[config.mk]
export PLATFORM = sky130hd
export DESIGN_NAME = bmp24_to_rgb565_pixel_writer
export DESIGN_NICKNAME = d
export VERILOG_FILES = /design/src/design/bmp2rgb_pkg.sv /design/src/design/bmp24_to_rgb565_pixel_writer.sv
export SDC_FILE = /design/constraint.sdc
export NUM_CORES = 1
export LEC_CHECK = 0
export ABC_AREA = 1
export BUFFER_PORTS_ARGS = -buffer_cell sky130_fd_sc_hd__buf_2
export CAP_MARGIN = 10
export CORE_MARGIN = 10
export CORE_UTILIZATION = 55
export CTS_BUF_LIST = sky130_fd_sc_hd__clkbuf_2
export DETAILED_ROUTE_END_ITERATION = 6
export HOLD_SLACK_MARGIN = 0.12
export PLACE_DENSITY_LB_ADDON = 0.05
export SYNTH_ARGS = -nofsm -noshare
export SYNTH_HDL_FRONTEND = slang
export SYNTH_SLANG_ARGS = --single-unit
[constraint.sdc]
create_clock -name aclk -period 10.4 [get_ports aclk]
set_input_delay 0.52 -clock aclk [delete_from_list [all_inputs] [get_ports aclk]]
set_output_delay 0.52 -clock aclk [all_outputs]
set_load 0.01 [all_outputs]
[src/design/bmp2rgb_pkg.sv]
// Shared widths, register indexes and reset values for the BMP24 to RGB565 pixel writer.
// Used by the top level and by its port checker; depends on nothing else.
package bmp2rgb_pkg;

    localparam int MAX_DIM_DEFAULT = 2048;

    localparam int BYTE_W     = 8;
    localparam int DIM_W      = 12;
    localparam int POS_W      = 11;
    localparam int COLOR_W    = 16;
    localparam int ADDR_W     = 22;
    localparam int CFG_IDX_W  = 3;
    localparam int CFG_DATA_W = 16;
    localparam int OUT_DATA_W = 40;

    typedef enum logic [CFG_IDX_W-1:0] {
        CFG_IMAGE_WIDTH   = 3'd0,
        CFG_IMAGE_HEIGHT  = 3'd1,
        CFG_DEST_X        = 3'd2,
        CFG_DEST_Y        = 3'd3,
        CFG_CANVAS_WIDTH  = 3'd4,
        CFG_CANVAS_HEIGHT = 3'd5,
        CFG_KEY_COLOR     = 3'd6,
        CFG_KEY_ENABLE    = 3'd7
    } cfg_reg_t;

    localparam logic [DIM_W-1:0]   IMAGE_WIDTH_RST   = 12'd1;
    localparam logic [DIM_W-1:0]   IMAGE_HEIGHT_RST  = 12'd1;
    localparam logic [POS_W-1:0]   DEST_X_RST        = 11'd0;
    localparam logic [POS_W-1:0]   DEST_Y_RST        = 11'd0;
    localparam logic [DIM_W-1:0]   CANVAS_WIDTH_RST  = 12'd1024;
    localparam logic [DIM_W-1:0]   CANVAS_HEIGHT_RST = 12'd768;
    localparam logic [COLOR_W-1:0] KEY_COLOR_RST     = 16'd0;

endpackage

[src/design/bmp24_to_rgb565_pixel_writer.sv]
// Channel  | dir | tdata / tuser / tlast
// s_       | in  | tdata[7:0] data_byte
// m_       | out | tdata[21:0] pixel_address, [37:22] pixel_color, [39:38] zero;
//          |     | tuser write_pixel; tlast image_done
// One byte per cycle in while ready; a red byte gives a result two registers later (pixel
// register, then result register holding address multiply and clip compare). Blue, green
// and padding bytes give no result. Reset clears counters and both valid bits and reloads
// the register file; the stream restarts on a write of image_width or image_height.
// s_tready falls only when both the pixel register and a stalled result register are full.
// Depends on bmp2rgb_pkg.
module bmp24_to_rgb565_pixel_writer #(
    parameter int MAX_DIM = bmp2rgb_pkg::MAX_DIM_DEFAULT
) (
    input  logic                                  aclk,
    input  logic                                  aresetn,
    input  logic                                  s_tvalid,
    output logic                                  s_tready,
    input  logic [bmp2rgb_pkg::BYTE_W-1:0]        s_tdata,     // [7:0] data_byte
    output logic                                  m_tvalid,
    input  logic                                  m_tready,
    output logic [bmp2rgb_pkg::OUT_DATA_W-1:0]    m_tdata,     // [21:0] pixel_address,
                                                               // [37:22] pixel_color
    output logic                                  m_tuser,     // [0] write_pixel
    output logic                                  m_tlast,     // image_done
    input  logic                                  cfg_wen,
    input  logic [bmp2rgb_pkg::CFG_IDX_W-1:0]     cfg_index,
    input  logic [bmp2rgb_pkg::CFG_DATA_W-1:0]    cfg_wdata
);
    import bmp2rgb_pkg::*;

    localparam int CNT_W  = $clog2(MAX_DIM);
    localparam int EFF_W  = $clog2(MAX_DIM + 1);
    localparam int XW     = ((CNT_W > POS_W) ? CNT_W : POS_W) + 1;
    localparam int PROD_W = XW + DIM_W;

    typedef enum logic [1:0] {
        PH_BLUE  = 2'd0,
        PH_GREEN = 2'd1,
        PH_RED   = 2'd2,
        PH_PAD   = 2'd3
    } phase_t;

    function automatic logic [EFF_W-1:0] clamp_dim(input logic [DIM_W-1:0] v);
        logic [EFF_W-1:0] r;
        if (v == '0) begin
            r = EFF_W'(1);
        end else if ({1'b0, v} > (DIM_W+1)'(MAX_DIM)) begin
            r = EFF_W'(MAX_DIM);
        end else begin
            r = EFF_W'(v);
        end
        return r;
    endfunction

    logic [DIM_W-1:0]   image_width_reg, image_height_reg, canvas_width_reg, canvas_height_reg;
    logic [POS_W-1:0]   dest_x_reg, dest_y_reg;
    logic [COLOR_W-1:0] key_color_reg;
    logic               key_enable_reg;

    phase_t             phase_reg, phase_next;
    logic [BYTE_W-1:0]  blue_reg, blue_next, green_reg, green_next;
    logic [CNT_W-1:0]   column_reg, column_next, row_reg, row_next;
    logic [1:0]         pad_reg, pad_next;

    logic               a_valid_reg, a_valid_next;
    logic [COLOR_W-1:0] a_color_reg;
    logic [XW-1:0]      a_cx_reg, a_cy_reg;
    logic               a_last_reg;

    logic               out_valid_reg;
    logic [ADDR_W-1:0]  out_addr_reg;
    logic [COLOR_W-1:0] out_color_reg;
    logic               out_write_reg, out_last_reg;

    logic               out_free, accept, load_a, restart;
    logic [EFF_W-1:0]   w_eff, h_eff, h_restart;
    logic               col_wrap, pix_last;
    logic [COLOR_W-1:0] pix_color;
    logic [XW-1:0]      pix_cx, pix_cy;
    logic [PROD_W-1:0]  row_base;
    logic [PROD_W:0]    addr_full;
    logic               on_canvas, keyed;

    assign out_free = !out_valid_reg || m_tready;
    assign s_tready = !a_valid_reg || out_free;
    assign accept   = s_tvalid && s_tready;
    assign restart  = cfg_wen && (cfg_index == CFG_IMAGE_WIDTH || cfg_index == CFG_IMAGE_HEIGHT);
    assign load_a   = accept && phase_reg == PH_RED;

    assign w_eff     = clamp_dim(image_width_reg);
    assign h_eff     = clamp_dim(image_height_reg);
    assign h_restart = (cfg_index == CFG_IMAGE_HEIGHT) ? clamp_dim(cfg_wdata[DIM_W-1:0]) : h_eff;

    assign col_wrap  = (EFF_W'(column_reg) + EFF_W'(1)) >= w_eff;
    assign pix_last  = (row_reg == '0) && col_wrap;
    assign pix_color = {s_tdata[7:3], green_reg[7:2], blue_reg[7:3]};
    assign pix_cx    = XW'(dest_x_reg) + XW'(column_reg);
    assign pix_cy    = XW'(dest_y_reg) + XW'(row_reg);

    always_comb begin
        phase_next   = phase_reg;
        blue_next    = blue_reg;
        green_next   = green_reg;
        column_next  = column_reg;
        row_next     = row_reg;
        pad_next     = pad_reg;
        a_valid_next = a_valid_reg && !out_free;
        if (accept) begin
            unique case (phase_reg)
                PH_BLUE: begin
                    blue_next  = s_tdata;
                    phase_next = PH_GREEN;
                end
                PH_GREEN: begin
                    green_next = s_tdata;
                    phase_next = PH_RED;
                end
                PH_RED: begin
                    a_valid_next = 1'b1;
                    phase_next   = PH_BLUE;
                    if (col_wrap) begin
                        column_next = '0;
                        if (pix_last) begin
                            row_next = CNT_W'(h_eff - EFF_W'(1));
                        end else begin
                            row_next = row_reg - CNT_W'(1);
                        end
                        // (-3w) mod 4 equals w mod 4
                        if (w_eff[1:0] != 2'd0) begin
                            pad_next   = w_eff[1:0];
                            phase_next = PH_PAD;
                        end
                    end else begin
                        column_next = column_reg + CNT_W'(1);
                    end
                end
                PH_PAD: begin
                    if (pad_reg != 2'd0) begin
                        pad_next = pad_reg - 2'd1;
                    end
                    if (pad_reg <= 2'd1) begin
                        phase_next = PH_BLUE;
                    end
                end
                default: phase_next = PH_BLUE;
            endcase
        end
        if (restart) begin
            phase_next  = PH_BLUE;
            blue_next   = '0;
            green_next  = '0;
            column_next = '0;
            pad_next    = '0;
            row_next    = CNT_W'(h_restart - EFF_W'(1));
        end
    end

    assign row_base  = PROD_W'(a_cy_reg) * PROD_W'(canvas_width_reg);
    assign addr_full = (PROD_W+1)'(row_base) + (PROD_W+1)'(a_cx_reg);
    assign on_canvas = (a_cx_reg < XW'(canvas_width_reg)) && (a_cy_reg < XW'(canvas_height_reg));
    assign keyed     = key_enable_reg && (a_color_reg == key_color_reg);

    always_ff @(posedge aclk) begin
        if (!aresetn) begin
            image_width_reg   <= IMAGE_WIDTH_RST;
            image_height_reg  <= IMAGE_HEIGHT_RST;
            dest_x_reg        <= DEST_X_RST;
            dest_y_reg        <= DEST_Y_RST;
            canvas_width_reg  <= CANVAS_WIDTH_RST;
            canvas_height_reg <= CANVAS_HEIGHT_RST;
            key_color_reg     <= KEY_COLOR_RST;
            key_enable_reg    <= 1'b0;
            phase_reg         <= PH_BLUE;
            blue_reg          <= '0;
            green_reg         <= '0;
            column_reg        <= '0;
            row_reg           <= CNT_W'(clamp_dim(IMAGE_HEIGHT_RST) - EFF_W'(1));
            pad_reg           <= '0;
            a_valid_reg       <= 1'b0;
            out_valid_reg     <= 1'b0;
        end else begin
            if (cfg_wen) begin
                unique case (cfg_reg_t'(cfg_index))
                    CFG_IMAGE_WIDTH:   image_width_reg   <= cfg_wdata[DIM_W-1:0];
                    CFG_IMAGE_HEIGHT:  image_height_reg  <= cfg_wdata[DIM_W-1:0];
                    CFG_DEST_X:        dest_x_reg        <= cfg_wdata[POS_W-1:0];
                    CFG_DEST_Y:        dest_y_reg        <= cfg_wdata[POS_W-1:0];
                    CFG_CANVAS_WIDTH:  canvas_width_reg  <= cfg_wdata[DIM_W-1:0];
                    CFG_CANVAS_HEIGHT: canvas_height_reg <= cfg_wdata[DIM_W-1:0];
                    CFG_KEY_COLOR:     key_color_reg     <= cfg_wdata[COLOR_W-1:0];
                    CFG_KEY_ENABLE:    key_enable_reg    <= cfg_wdata[0];
                    default:           key_enable_reg    <= key_enable_reg;
                endcase
            end
            phase_reg   <= phase_next;
            blue_reg    <= blue_next;
            green_reg   <= green_next;
            column_reg  <= column_next;
            row_reg     <= row_next;
            pad_reg     <= pad_next;
            a_valid_reg <= a_valid_next;
            if (load_a) begin
                a_color_reg <= pix_color;
                a_cx_reg    <= pix_cx;
                a_cy_reg    <= pix_cy;
                a_last_reg  <= pix_last;
            end
            if (out_free) begin
                out_valid_reg <= a_valid_reg;
            end
            if (out_free && a_valid_reg) begin
                out_addr_reg  <= addr_full[ADDR_W-1:0];
                out_color_reg <= a_color_reg;
                out_write_reg <= on_canvas && !keyed;
                out_last_reg  <= a_last_reg;
            end
        end
    end

    assign m_tvalid = out_valid_reg;
    assign m_tdata  = {(OUT_DATA_W-ADDR_W-COLOR_W)'(0), out_color_reg, out_addr_reg};
    assign m_tuser  = out_write_reg;
    assign m_tlast  = out_last_reg;

endmodule

==> metrics.txt <==
gr ovfl total 0; vias in the first global route approximately 12000; maximum vdd drop 0.0000790 V; Post-Synthesis Cell Area 15000 um^2; Clk pin slew, worst setup/hold paths about 0.10 ns; register area share after synthesis 33.0%; clock sinks 207; Routed WL between 30000 and 40000 um; I/O pin count 76; dpl ws 4.74 ns; Multi-input gate area 8320 um^2; Largest register FFs 22; CTS tree built; Mapped Cells 1811; status finished clean; Synth top area share 16.8%; worst path arrival time 6.24 ns; Worst Setup End Kind flip-flop; DRC viols 0; Internal ~1.3 mW; filler instances 2504; crit path max fanout 13; period utilization 54.4%; switching power as a share of total power 34.1%; clk_skew around 0.065 ns; Logic pwr share a little under a quarter; CORE AREA 26900 um^2; clk_lat worst skew 0.88 ns; NumNets Final 2174; number of library cell types mapped by synthesis 50; first-pass GRT wire length about 59000 um; final setup fails 0; number of buffers created by CTS 56; Worst Setup Slack, final 4.75 ns; layout cells sized above 1 11.0%; width of the die 185 um; antenna violations before repair 1; Detail Route Antenna Nets 0; utilization after layout 60.8%; Reg area 4950 um^2; Non-Filler Instances ~2300; drt wl/cell about 15 um; Max Freq between 0.15 and 0.2 GHz; syn_area_per_cell 8.29 um^2; RSZ-0062 raised after global routing false; GRT Util Overall 21.2%; Post-CTS Resized 0; Net Switching 0.664 mW; Rows 60; Post-synth EDFFs between 80 and 90; Synth Flop Type dfxtp_1; commonest cells after routing, fill and taps aside inv_1, nand2_1, a21oi_1; via count between 10000 and 15000; root buf cell clkbuf_2; TNS Setup 0 ns; Hold Violations, Final 0; post-synthesis async set-or-reset flop share 0%; via density per instance 5.11; Hold/Removal Path Class input pin to flip-flop; Area Overhead vs Synth 8.96%; crit path time final 5.65 ns; max-cap violations 0; largest cells by area after synthesis dfxtp_1, edfxtp_1, fa_1, ha_1, inv_1; worst-margin pin slew 1.21 ns; clock tree buffer depth 3; slew margin rel. between 10% and 20%; number of synthesized register bits 207; Placed Cells incl. Taps 2170; Hold Slack 0.229 ns; Pins Over Slew Limit 0; Starting Density roughly 56%; total leakage power 8.27 nW; path depth of the worst reg2reg path 20; DPL Wire Length 25800 um; IO buf count 71; largest net degree at the start of global routing 101; area leader, netlist dfxtp_1; Initial DRC Count 692; setup bufs post-CTS 0; Worst Path Required around 11 ns; CP Class flip-flop to flip-flop; Clk network pwr share 30.5%; commonest non-fill, non-tap cell in the layout inv_1; Min-Delay Path Depth 6; sequential share of power 46.5%; Die Height around 190 um; Syn. warnings 0; DR pass1 iterations 5; pwr dens 119 nW/um^2; Die ar. 34300 um^2; gpl congestion 0.853; H-Tree Depth 2; CP Launch Type flip-flop
[critical path, cell delays in order, from the launching register on]
cell and delay, ns:
edfxtp_1 0.64, nand2_1 0.16, inv_1 0.06, fa_1 0.53
inv_1 0.05, fa_1 0.50, inv_1 0.05, fa_1 0.46
fa_1 0.49, inv_1 0.06, fa_1 0.53, inv_1 0.04
ha_1 0.34, a21oi_1 0.17, a21boi_0 0.37, o21ai_1 0.23
a31oi_1 0.28, o21ai_1 0.16, nand2_1 0.09, nand2_1 0.06
xor2_1 0.14
[final timing paths]
kind	to	start	slack, ns
setup / recovery	out_addr_reg[17]$_DFFE_PP_	a_cy_reg[6]$_DFFE_PP_	4.75
hold / removal	row_reg[5]$_SDFFE_PN0P_	cfg_wdata[5]	0.23
setup reg to reg	out_addr_reg[17]$_DFFE_PP_	a_cy_reg[6]$_DFFE_PP_	4.75
hold reg to reg	a_color_reg[6]$_DFFE_PP_	green_reg[3]$_SDFFE_PP0P_	0.44
[kinds of logic (layout without fill, tap and decap cells)]
group,Yosys count,after routing,synth area share [%]
AOI/OAI and AO/OA,308,308,11.1
xor gates and xnor gates,64,64,3.74
adders and majority gates,232,232,24.9
buffers and inverters,455,599,11.7
DFF,207,207,33.0
other,1,7,0.0250
and+or+nand+nor,544,544,15.5
[routing by layer]
metal | routed length (um) | share of wire, % | up-vias | global-route usage (%)
li1 | - | - | 5926 | -
met1 | 16000 | 45 | 5552 | 26.5
met2 | 17000 | 48 | 227 | 36.5
met3 | 1480 | 4.2 | 56 | 3.27
met4 | 912 | 2.6 | 0 | 7.28
met5 | 0 | 0 | - | 0
[cells in the mapped netlist, types with 5 or more instances]
master and n:
a211oi_1 5, xnor2_1 26, o21bai_1 8, nand3_2 5
a21oi_1 144, nand2_2 10, o21ai_1 5, clkbuf_1 50
buf_2 6, o21ai_0 113, fa_1 112, nand4_1 7
nand2_1 316, nor3_1 13, ha_1 120, o211ai_1 9
a31oi_1 9, edfxtp_1 81, nor2_1 103, xor2_1 38
inv_2 7, nand3_1 66, dfxtp_1 126, inv_1 387
[what timing repair did]
| action | in CTS | in global routing |
|---|---|---|
| hold endpoints to repair | 48 | 0 |
| hold buffers | 23 | 0 |
| setup endpoints to repair | 0 | 0 |
[final cells by class]
cell class,instances,area share [%]
multi-input combinational,1150,50.9
sequential,207,30.3
inverter,394,9.05
timing repair buffer,101,3.90
clock buffer,91,2.79
tap,341,2.61
clock inverter,13,0.413
antenna,5,0.0765
[through the flow]
step           cell area, um^2  power, mW
3_3_place_gp             15600       1.35
3_5_place_dp             15600       1.36
2_1_floorplan            15000       1.26
6_report                 16300       1.94
5_1_grt                  16300       2.09
4_1_cts                  16300       1.97
[power by group through the flow]
stage                     Combinational (mW)  Sequential (mW)  Clock, mW
after floorplan                        0.350            0.909          0
after global placement                 0.431            0.921          0
after detailed placement               0.442            0.922          0
after CTS                              0.452            0.903      0.615
after global routing                   0.519            0.907      0.661
final                                  0.448            0.903      0.593
Power figures use the tool's default switching activity.
